<file path="src/aamd_pkg.sv">
package aamd_pkg;

    // Pixel and channel geometry
    localparam int CH_W  = 8;
    localparam int PIX_W = 4 * CH_W;
    localparam int NUM_CH = 4;

    // Configuration port
    localparam int CFG_W   = 11;
    localparam int CFG_IDX_W = 1;
    localparam logic [CFG_IDX_W-1:0] REG_SOURCE_WIDTH  = 1'b0;
    localparam logic [CFG_IDX_W-1:0] REG_SOURCE_HEIGHT = 1'b1;
    localparam logic [CFG_W-1:0] SOURCE_WIDTH_RESET  = 11'd16;
    localparam logic [CFG_W-1:0] SOURCE_HEIGHT_RESET = 11'd16;

    // Default buffer limits
    localparam int DEF_MAX_WIDTH  = 1024;
    localparam int DEF_MAX_HEIGHT = 1024;

    // Block arithmetic: sums of four 8-bit channels, count of visible pixels
    localparam int SUM_W = CH_W + 2;
    localparam int CNT_W = 3;
    // floor(s / 3) == (s * 683) >> 11 for every s below 1024
    localparam int RECIP3_W     = 10;
    localparam logic [RECIP3_W-1:0] RECIP3 = 10'd683;
    localparam int RECIP3_SHIFT = 11;
    localparam int PROD_W       = SUM_W + RECIP3_W;

    // Commands from the controller to the datapath
    typedef struct packed {
        logic ram_we;     // write the incoming pixel to the row buffer
        logic ram_re;     // read the row buffer at the current column
        logic cur_load;   // capture the incoming pixel
        logic left_load;  // capture the incoming pixel as the lower left one
        logic tl_load;    // capture row buffer data as the upper left pixel
        logic sum_load;   // register sums, visible count and translucency
        logic out_load;   // load the divided result into the output register
        logic last;       // last flag that goes with the loaded result
    } aamd_cmd_t;

endpackage

</file>
<file path="src/aamd_ctrl.sv">
module aamd_ctrl
    import aamd_pkg::*;
#(
    parameter int MAX_WIDTH  = DEF_MAX_WIDTH,
    parameter int MAX_HEIGHT = DEF_MAX_HEIGHT,
    localparam int AW = (MAX_WIDTH > 1) ? $clog2(MAX_WIDTH) : 1
) (
    input  logic                 clk,
    input  logic                 rst_n,
    input  logic                 cfg_we,
    input  logic [CFG_IDX_W-1:0] cfg_index,
    input  logic [CFG_W-1:0]     cfg_data,
    input  logic                 in_valid,
    output logic                 in_ready,
    input  logic                 in_start,
    output logic                 out_valid,
    input  logic                 out_ready,
    output logic [AW-1:0]        ram_addr,
    output aamd_cmd_t            cmd
);

    localparam int CW = $clog2(MAX_WIDTH + 1);
    localparam int RW = $clog2(MAX_HEIGHT + 1);

    typedef enum logic [1:0] {
        ST_IDLE,
        ST_SUM,
        ST_DIV
    } state_t;

    state_t         state_reg, state_next;
    logic [CFG_W-1:0] width_reg, width_next;
    logic [CFG_W-1:0] height_reg, height_next;
    logic [CW-1:0]  col_reg, col_next;
    logic [RW-1:0]  row_reg, row_next;
    logic           tl_load_reg, tl_load_next;
    logic           last_reg, last_next;
    logic           out_valid_reg, out_valid_next;

    logic [CW-1:0]  w_eff;
    logic [RW-1:0]  h_eff;
    logic [CW-1:0]  c0, c1;
    logic [RW-1:0]  r0, r1;
    logic           accept;
    logic           out_load;

    // Effective image size: clamped to the buffer limits and made even
    always_comb
    begin
        if (int'(width_reg) < 2)
        begin
            w_eff = CW'(2);
        end
        else if (int'(width_reg) > MAX_WIDTH)
        begin
            w_eff = CW'(MAX_WIDTH);
        end
        else
        begin
            w_eff = CW'(width_reg);
        end
        w_eff = w_eff & ~CW'(1);
    end

    always_comb
    begin
        if (int'(height_reg) < 2)
        begin
            h_eff = RW'(2);
        end
        else if (int'(height_reg) > MAX_HEIGHT)
        begin
            h_eff = RW'(MAX_HEIGHT);
        end
        else
        begin
            h_eff = RW'(height_reg);
        end
        h_eff = h_eff & ~RW'(1);
    end

    // Position of the incoming pixel and of the one after it
    always_comb
    begin
        c0 = in_start ? '0 : col_reg;
        r0 = in_start ? '0 : row_reg;
        if (c0 >= w_eff)
        begin
            c0 = '0;
            r0 = r0 + RW'(1);
        end
        if (r0 >= h_eff)
        begin
            r0 = '0;
        end
        c1 = c0 + CW'(1);
        r1 = r0;
        if (c1 >= w_eff)
        begin
            c1 = '0;
            r1 = r0 + RW'(1);
            if (r1 >= h_eff)
            begin
                r1 = '0;
            end
        end
    end

    assign in_ready  = (state_reg == ST_IDLE);
    assign accept    = in_valid && in_ready;
    assign out_load  = (state_reg == ST_DIV) && (!out_valid_reg || out_ready);
    assign out_valid = out_valid_reg;
    assign ram_addr  = c0[AW-1:0];

    // Commands to the datapath
    always_comb
    begin
        cmd.ram_we    = accept && !r0[0];
        cmd.ram_re    = accept && r0[0];
        cmd.cur_load  = accept;
        cmd.left_load = accept && r0[0] && !c0[0];
        cmd.tl_load   = tl_load_reg;
        cmd.sum_load  = (state_reg == ST_SUM);
        cmd.out_load  = out_load;
        cmd.last      = last_reg;
    end

    // Next-state logic
    always_comb
    begin
        state_next     = state_reg;
        width_next     = width_reg;
        height_next    = height_reg;
        col_next       = col_reg;
        row_next       = row_reg;
        last_next      = last_reg;
        tl_load_next   = accept && r0[0] && !c0[0];
        out_valid_next = out_valid_reg;

        if (cfg_we)
        begin
            unique case (cfg_index)
                REG_SOURCE_WIDTH:  width_next  = cfg_data;
                REG_SOURCE_HEIGHT: height_next = cfg_data;
                default: ;
            endcase
        end

        if (out_load)
        begin
            out_valid_next = 1'b1;
        end
        else if (out_ready)
        begin
            out_valid_next = 1'b0;
        end

        unique case (state_reg)
            ST_IDLE:
            begin
                if (accept)
                begin
                    col_next  = c1;
                    row_next  = r1;
                    last_next = (r0 == h_eff - RW'(1)) && (c0 == w_eff - CW'(1));
                    if (r0[0] && c0[0])
                    begin
                        state_next = ST_SUM;
                    end
                end
            end
            ST_SUM:
            begin
                state_next = ST_DIV;
            end
            ST_DIV:
            begin
                if (out_load)
                begin
                    state_next = ST_IDLE;
                end
            end
            default:
            begin
                state_next = ST_IDLE;
            end
        endcase
    end

    // State and registered outputs
    always_ff @(posedge clk or negedge rst_n)
    begin
        if (!rst_n)
        begin
            state_reg     <= ST_IDLE;
            width_reg     <= SOURCE_WIDTH_RESET;
            height_reg    <= SOURCE_HEIGHT_RESET;
            col_reg       <= '0;
            row_reg       <= '0;
            tl_load_reg   <= 1'b0;
            last_reg      <= 1'b0;
            out_valid_reg <= 1'b0;
        end
        else
        begin
            state_reg     <= state_next;
            width_reg     <= width_next;
            height_reg    <= height_next;
            col_reg       <= col_next;
            row_reg       <= row_next;
            tl_load_reg   <= tl_load_next;
            last_reg      <= last_next;
            out_valid_reg <= out_valid_next;
        end
    end

endmodule

</file>
<file path="config.mk">
export PLATFORM = sky130hd
export DESIGN_NAME = aamd_ctrl
export DESIGN_NICKNAME = d
export VERILOG_FILES = /design/src/aamd_pkg.sv /design/src/aamd_ctrl.sv
export SDC_FILE = /design/constraint.sdc
export NUM_CORES = 1
export LEC_CHECK = 0
export ABC_AREA = 0
export BUFFER_PORTS_ARGS = -buffer_cell sky130_fd_sc_hd__buf_2
export CORE_ASPECT_RATIO = 0.8
export CORE_MARGIN = 2
export CORE_UTILIZATION = 45
export CTS_BUF_LIST = sky130_fd_sc_hd__clkbuf_4 sky130_fd_sc_hd__clkbuf_8
export DETAILED_ROUTE_END_ITERATION = 6
export HOLD_SLACK_MARGIN = 0.06
export SLEW_MARGIN = 30
export SYNTH_ARGS = -nofsm -noshare
export SYNTH_HDL_FRONTEND = slang
export SYNTH_SLANG_ARGS = --single-unit
</file>
<file path="constraint.sdc">
create_clock -name clk -period 8.87 [get_ports clk]
set_input_delay 0.4435 -clock clk [delete_from_list [all_inputs] [get_ports clk]]
set_output_delay 0.4435 -clock clk [all_outputs]
set_load 0.005 [all_outputs]
</file>
---- Word level (Yosys, flattened, before mapping) ----
Index checks and enable logic that the tools add are counted.
word-level totals
  register bits after elaboration ......... 49
  input bits .............................. 18
cells by class
  add/sub/neg operators ................... 5
  bitwise logic cells ..................... 1
  mux-type cells .......................... 18
  $lt $le $gt $ge ......................... 8
  reduce and logical (&&, ||, !) cells .... 17
  equality and inequality tests ........... 7
operator list
  cell                   number
  $mux 11                12
  $ge 11x11->1           4
  $add 11x1->11 const B  3
  $eq 11x11->1           2
  $gt 11x11->1 const B   2
  $lt 11x2->1 const B    2
  $sub 11x1->11 const B  2
  $logic_and 1x1->1      7
  $mux 2                 3
  $pmux 2 s3             1
  $reduce_and 2->1       3
  $ne 2x1->1 const B     2
  $logic_not 1->1        3
  $reduce_and 3->1       1
  $eq 2x1->1 const B     1
  $eq 2x2->1 const B     1
  $logic_not 2->1        1
  $mux 1                 2
  $ne 2x2->1 const B     1
  $reduce_bool 2->1      1
  $logic_or 1x1->1       1
  $not 1->1              1

---- Logic depth before layout (Yosys ltp) ----
Gate-level depths: netlist of run 1.
  depth in word-level cells ............... 11
  mapped depth ............................ 34
  gate-level depth less buffers ........... 31

---- Worst setup path after synthesis of run 1 ----
No wires, ideal clock.
  path type ............................... register -> register
  from .................................... register width_reg[5]
  to ...................................... register row_reg[1]
  cell stages (with the launch flop) ...... 31
  path slack .............................. 2184 ps
  path buffers ............................ 1
  data required time ...................... 8744 ps
  arrival time ............................ 6560 ps
  library setup time ...................... 126 ps
  cells stage by stage .................... dfrtp_1 clkbuf_2 nor4_2 and4bb_1 o21a_1 ha_1 and2b_2 a311oi_2 o221ai_2 nand4_1 xor2_1 nor2_1 ha_1 a21oi_1 o31ai_1 a211oi_2 nand2_1 inv_1 ha_1 nand2_1 nor4_4 nand3_1 xnor2_1 ha_1 o21a_1 o21ai_0 or3_1 o211ai_2 nor2_1 a221oi_1 nor2_1
on the way
  cells in the longest elaborated chain, start to end .. 11
  elaborated cells on any way between the ends .. 15
ends and longest elaborated chain
  what                    RTL line          text
  start, declared         aamd_ctrl.sv:32   logic [CFG_W-1:0] width_reg, width_next;
  start signal, assigned  aamd_ctrl.sv:207  width_reg <= width_next;
  $gt 11x11->1            aamd_ctrl.sv:54   else if (int'(width_reg) > MAX_WIDTH)
  $mux 11                 aamd_ctrl.sv:54
  $mux 11 *               aamd_ctrl.sv:50   if (int'(width_reg) < 2)
  $ge 11x11->1            aamd_ctrl.sv:87   if (c0 >= w_eff)
  $mux 11                 aamd_ctrl.sv:87
  $ge 11x11->1            aamd_ctrl.sv:92   if (r0 >= h_eff)
  $mux 11                 aamd_ctrl.sv:92
  $add 11x1->11           aamd_ctrl.sv:101  r1 = r0 + RW'(1);
  $ge 11x11->1            aamd_ctrl.sv:102  if (r1 >= h_eff)
  $mux 11                 aamd_ctrl.sv:102
  $mux 11 *               aamd_ctrl.sv:98   if (c1 >= w_eff)
  end signal, assigned    aamd_ctrl.sv:210  row_reg <= row_next;
  end, declared           aamd_ctrl.sv:35   logic [RW-1:0] row_reg, row_next;
Mark *: on every way between the ends. The rest lies on a longest branch, timed or not.
A chain may end at the register's enable or synchronous reset.

---- Final worst setup path of run 1 ----
  from .................................... register width_reg[6]
  to ...................................... register row_reg[1]
The elaborated chain is that of the path after synthesis.

==> results of run 1 <==
[final timing paths]
kind                         startpoint       endpoint  slack (ns)  cells past startpoint
min in group clk           cfg_data[10]  width_reg[10]        0.38                      3
max in group asynchronous         rst_n  height_reg[6]        8.21                      2
max reg2reg                width_reg[6]     row_reg[1]        0.74                     29
min                               rst_n   state_reg[1]        0.22                      2
min reg2reg                  col_reg[3]     col_reg[3]        0.52                      2
max                        width_reg[6]     row_reg[1]        0.74                     29
[layer usage]
layer / track usage, % / vias up / share of wire (%)
met2: 35.3 / 209 / 42
met3: 3.93 / 11 / 8.8
li1: - / 2167 / -
met4: 2.95 / 0 / 0.77
met5: 0 / - / 0
met1: 38.1 / 2155 / 49
[kinds of logic after synthesis]
family / share of synthesized area, %
buf+inv: 5.10
simple gates: 27.2
compound gates: 18.7
fa+ha+maj: 11.5
flops: 25.1
mux: 6.23
xor+xnor: 6.25
[per-stage QoR]
| step | setup slack, ns | hold WS (ns) |
|---|---|---|
| 2_1_floorplan | 2.18 | 0.148 |
| 6_report | 0.735 | 0.219 |
| 3_3_place_gp | 0.888 | 0.480 |
| 5_1_grt | 0.0535 | 0.271 |
| 4_1_cts | 0.577 | 0.239 |
| 3_5_place_dp | 0.609 | 0.490 |
[final cells by class]
cell class,count,area (um^2),share of cell area [%]
Multi-Input combinational cell,484,3430,65.3
Timing Repair Buffer,40,208,3.96
Tap cell,144,180,3.44
Inverter,22,82.6,1.57
Sequential cell,49,1230,23.4
Clock inverter,2,37.5,0.716
Clock buffer,6,82.6,1.57
[critical path, delay by kind of cell, from the launching register on]
kind                     cells  cell delay [ns]
AO/OA/AOI/OAI               11             3.19
flip-flops                   1             0.48
XOR/XNOR                     1             0.18
adder cells (fa/ha/maj)      4             1.06
buffers and inverters        2             0.36
AND/OR/NAND/NOR             11             2.75
[timing repair]
action,in CTS,in global routing
buffers inserted,0,0
resized for setup,0,1
endpoints found under the setup margin,0,11
[cells in the mapped netlist (all sizes together), types with 6 or more instances]
cell / number / area [um^2]
xor2: 13 / 114
nand2: 65 / 244
inv: 22 / 82.6
nand2b: 8 / 57.6
clkbuf: 13 / 63.8
o211ai: 6 / 55.1
or2: 6 / 37.5
mux2: 23 / 263
o21ai: 24 / 120
a21oi: 23 / 119
nor4: 6 / 65.1
nor3: 16 / 96.4
ha: 45 / 563
o21a: 13 / 97.6
nand3: 25 / 130
o31ai: 12 / 90.1
nand4: 12 / 81.3
or3: 8 / 51.3
a31oi: 10 / 62.6
dfrtp: 47 / 1180
xnor2: 22 / 193
buf: 15 / 104
nor2b: 16 / 100
nor2: 53 / 201
[report_power, final]
| group | switching, W | total [W] | leakage [nW] | internal (W) |
|---|---|---|---|---|
| Combinational | 0.000240 | 0.000398 | 1.59 | 0.000157 |
| Sequential | 0.0000424 | 0.000296 | 0.613 | 0.000253 |
| Clock | 0.0000775 | 0.000169 | 0.0574 | 0.0000917 |
| Total | 0.000360 | 0.000863 | 2.26 | 0.000503 |
==> flow_summary_export.csv, run 1 <==
group,metric,value,unit
layout,fin_nets,665,
routing,ant_nets,0,
routing,wire_per_inst,18.5,um
die,start_util,45.5,%
timing,slew_headroom,39.8,%
timing,final.period_utilization,91.7,%
synthesis,syn_inst,583,
layout,area_growth,6.99,%
grt,antenna_found_initial,0,
synthesis,yosys_warnings,0,
outcome,run_status,"completed",
placement,dp.cells,739,
clocking,clk_latency,0.31,ns
hold_path,hp-class,"primary input to asynchronous set/reset pin",
layout,fin_area,0.00525,mm^2
grt,grt_pass1_vias,4277,
clocking,root_buffer,"clkbuf_8",
layout,diodes,0,
worst_setup_path,critical_path.most_common_cell,"ha_1",
timing,layout_min_cycle_time,8.13,ns
job,drv_cap,0,
timing,finalMaxSlewViolations,0,
die,ioPinCount,38,
synthesis,syn-num-nets,646,
placement,gp_congestion,0.957,
die,die_height,97.4,um
synthesis,yosysSeqAreaShare,25.1,%
synthesis,synth_edf_count,0,
timing,tightest_slew,0.901,ns
placement,portBuffers,37,
clocking,path_clk_slew,0.10,ns
grt,grt_overflow,0,
synthesis,postSynthAreaPerCell,8.41,um^2
worst_setup_path,arrival,8.33,ns
synthesis,ys.flop_type,"dfrtp_1",
worst_setup_path,worst_setup_path_start_kind,"register",
routing,dr_total_vias,4542,
power,max-vdd-ir-drop,88.1,uV
layout,final_common_cell,"nand2_1",
power,p_leak,2.26,nW
timing,setup_violations,0,
worst_setup_path,path_max_fanout,21,
timing,finalHoldViolCount,0,
synthesis,syn_area,0.00490,mm^2
layout,fill_cells,1060,
synthesis,synth_cell_type_count,87,
worst_setup_path,end_kind,"register",
synthesis,async_reset_ff_share,100,%
grt,grt_max_degree,50,
layout,stdcell_count,747,
power,finalPower,0.000863,W
placement,placed_area,0.00512,mm^2
clocking,htree_levels,2,
worst_setup_path,required,9.07,ns
worst_setup_path,slowest_stage,"a211oi_2",
timing,rsz0062_at_grt,"false",
clocking,cts_buffer_depth,2,
routing,drc,0,
grt,grt_pass1_wl,22.9,mm
clocking,cts_hold_buffers,0,
clocking,cts_buffers,5,
grt,grt_usage,24.2,%
die,die_w,121,um
layout,drive_above_1_share,17.1,%
clocking,tritoncts,"built",
layout,final_cell_mix,"nand2_1 (64), nor2_1 (52), dfrtp_1 (47), ha_1 (45), buf_2 (37)",
die,core-area,0.0108,mm^2
worst_setup_path,crit_type,"register to register",
worst_setup_path,max_stage_delay,0.58,ns
die,die_area,0.0117,mm^2
placement,hpwl,11.0,mm
routing,drtPass1Iterations,5,
die,rows,34,
routing,drt_iter0_markers,378,
routing,via_per_inst,6.08,
clocking,cts.sinks,49,
timing,totalNegativeSetupSlack,0,ns
power,pwr_density_cell,164,mW/mm^2
timing,clock.fmax,123,MHz
layout,post-route-util,48.7,%
routing,wl,13.8,mm
synthesis,synth_seq_cells,49,
timing,clock_skew,0.0122,ns
No activity file was read; power rests on OpenSTA's default activity.
==> run 2, diff against run 1 <==
PLACE_DENSITY = 0.65   (was unset)
SKIP_LAST_GASP = 1   (was unset)
clock period = 7 ns   (was 8.87 ns; I/O delays follow)
==> run 2 against run 1 <==
  * First-iteration DRC count rose by 25%
  * Via count rose by 6.0%
  * Largest cell class unchanged
  * Clock skew fell by 0.00065 ns
  * Wire length rose by 5.1%
  * Maximum frequency rose by 19%
  * Register-to-register slack got worse by 0.56 ns
  * Final cell count rose by 4.7%
  * Sequential share of layout area fell by 1.3 points
  * Cell area rose by 6.1%
  * Critical endpoint unchanged
  * Hold slack got worse by 0.079 ns
  * Power rose by 35%
  * Global-route usage rose by 0.71 points
==> flow_summary_export.csv, run 2 (synthesis results as in run 1) <==
group,metric,value,unit
clocking,tritoncts,"built",
worst_setup_path,crit_type,"register to register",
routing,drc,0,
die,die_area,0.0117,mm^2
worst_setup_path,crit_family,"simple AND/OR/NAND/NOR gates",
layout,area_growth,13.5,%
layout,multi_input_area,0.00349,mm^2
routing,via_per_inst,6.16,
layout,fill_cells,1031,
grt,grt_usage,24.9,%
worst_setup_path,slowest_stage,"dfrtp_2",
timing,whs,0.141,ns
hold_path,hp-class,"primary input to asynchronous set/reset pin",
power,max-vdd-ir-drop,121,uV
placement,portBuffers,37,
die,rows,34,
layout,seq_area,0.00123,mm^2
power,p_leak,2.43,nW
grt,grt_overflow,0,
clocking,cts_hold_buffers,0,
clocking,cts_buffer_depth,2,
die,die_height,97.4,um
placement,hpwl,11.1,mm
outcome,run_status,"completed",
timing,clock.fmax,147,MHz
timing,clock_skew,0.0115,ns
grt,grt_pass1_vias,4492,
clocking,cts_buffers,5,
timing,totalNegativeSetupSlack,0,ns
layout,final_cell_mix,"nand2_1 (65), nor2_1 (50), dfrtp_1 (45), ha_1 (44)",
worst_setup_path,worst-path-buf-inv,5,
layout,diodes,0,
timing,layout_min_cycle_time,6.82,ns
grt,antenna_found_initial,0,
die,ioPinCount,38,
routing,wl,14.6,mm
die,die_w,121,um
worst_setup_path,worst_setup_path_start_kind,"register",
layout,fin_nets,700,
timing,finalHoldViolCount,0,
timing,setup_violations,0,
clocking,clk_latency,0.32,ns
routing,wire_per_inst,18.6,um
timing,slew_headroom,40.6,%
grt,grt_max_degree,50,
routing,ant_nets,0,
clocking,htree_levels,2,
die,core-area,0.0108,mm^2
placement,gp_congestion,0.979,
worst_setup_path,required,7.20,ns
routing,drtPass1Iterations,6,
clocking,path_clk_slew,0.09,ns
timing,tightest_slew,0.889,ns
worst_setup_path,end_kind,"register",
clocking,cts.sinks,49,
job,drv_cap,0,
layout,drive_above_1_share,23.2,%
grt,grt_pass1_wl,23.3,mm
timing,final.period_utilization,97.5,%
worst_setup_path,max_stage_delay,0.50,ns
power,pwr_density_cell,209,mW/mm^2
timing,finalMaxSlewViolations,0,
routing,drt_iter0_markers,471,
worst_setup_path,path_max_fanout,11,
worst_setup_path,arrival,7.02,ns
routing,dr_total_vias,4815,
layout,final_common_cell,"nand2_1",
die,start_util,45.5,%
clocking,root_buffer,"clkbuf_8",
## run 2: per-layer routing
| metal | vias up | routed length (um) | track usage [%] |
|---|---|---|---|
| li1 | 2253 | - | - |
| met1 | 2247 | 6690 | 36.9 |
| met2 | 280 | 6190 | 36.7 |
| met3 | 35 | 1470 | 6.75 |
| met4 | 0 | 195 | 4.03 |
| met5 | - | 0 | 0 |
## run 2: timing repair
action,in CTS,in global routing
setup endpoints to repair,3,11
resized for setup,2,15
pin swaps,0,5
buffers inserted,0,3
cloned,0,1
## run 2: final cells by class
| cell class | instances | share of cell area [%] |
|---|---|---|
| Multi-Input combinational cell | 485 | 62.6 |
| Sequential cell | 49 | 22.1 |
| Timing Repair Buffer | 74 | 8.32 |
| Tap cell | 144 | 3.24 |
| Clock buffer | 7 | 1.62 |
| Inverter | 22 | 1.53 |
| Clock inverter | 1 | 0.540 |
## run 2: report_power, final
group	internal [W]	switching, W	total, W
logic	0.000238	0.000332	0.000571
registers	0.000322	0.0000468	0.000368
clock network	0.000121	0.000101	0.000222
total	0.000680	0.000481	0.00116
## run 2: worst paths after layout
path	end	startpoint	depth (start not counted)	slack (ns)
worst max register to register	row_reg[1]	width_reg[10]	30	0.18
min in group clk	width_reg[10]	cfg_data[10]	3	0.28
max in group asynchronous	width_reg[10]	rst_n	2	6.38
worst max-delay path	row_reg[1]	width_reg[10]	30	0.18
worst min-delay path	row_reg[10]	rst_n	2	0.14
worst min register to register	out_valid	out_valid	2	0.51
## run 2: stage by stage
| stage | cell area, um^2 | util [%] | setup WS [ns] | std cells | total power (W) |
|---|---|---|---|---|---|
| global route | 5570 | 51.7 | -0.0392 | 782 | 0.00125 |
| floorplan | 4900 | - | 0.314 | 583 | 0.000741 |
| CTS | 5480 | 50.9 | 0.144 | 778 | 0.00113 |
| finish | 5570 | 51.7 | 0.178 | 782 | 0.00116 |
| detailed placement | 5360 | 49.8 | 0.0146 | 770 | 0.000904 |
| global placement | 5360 | 49.8 | 0.0939 | 770 | 0.000893 |
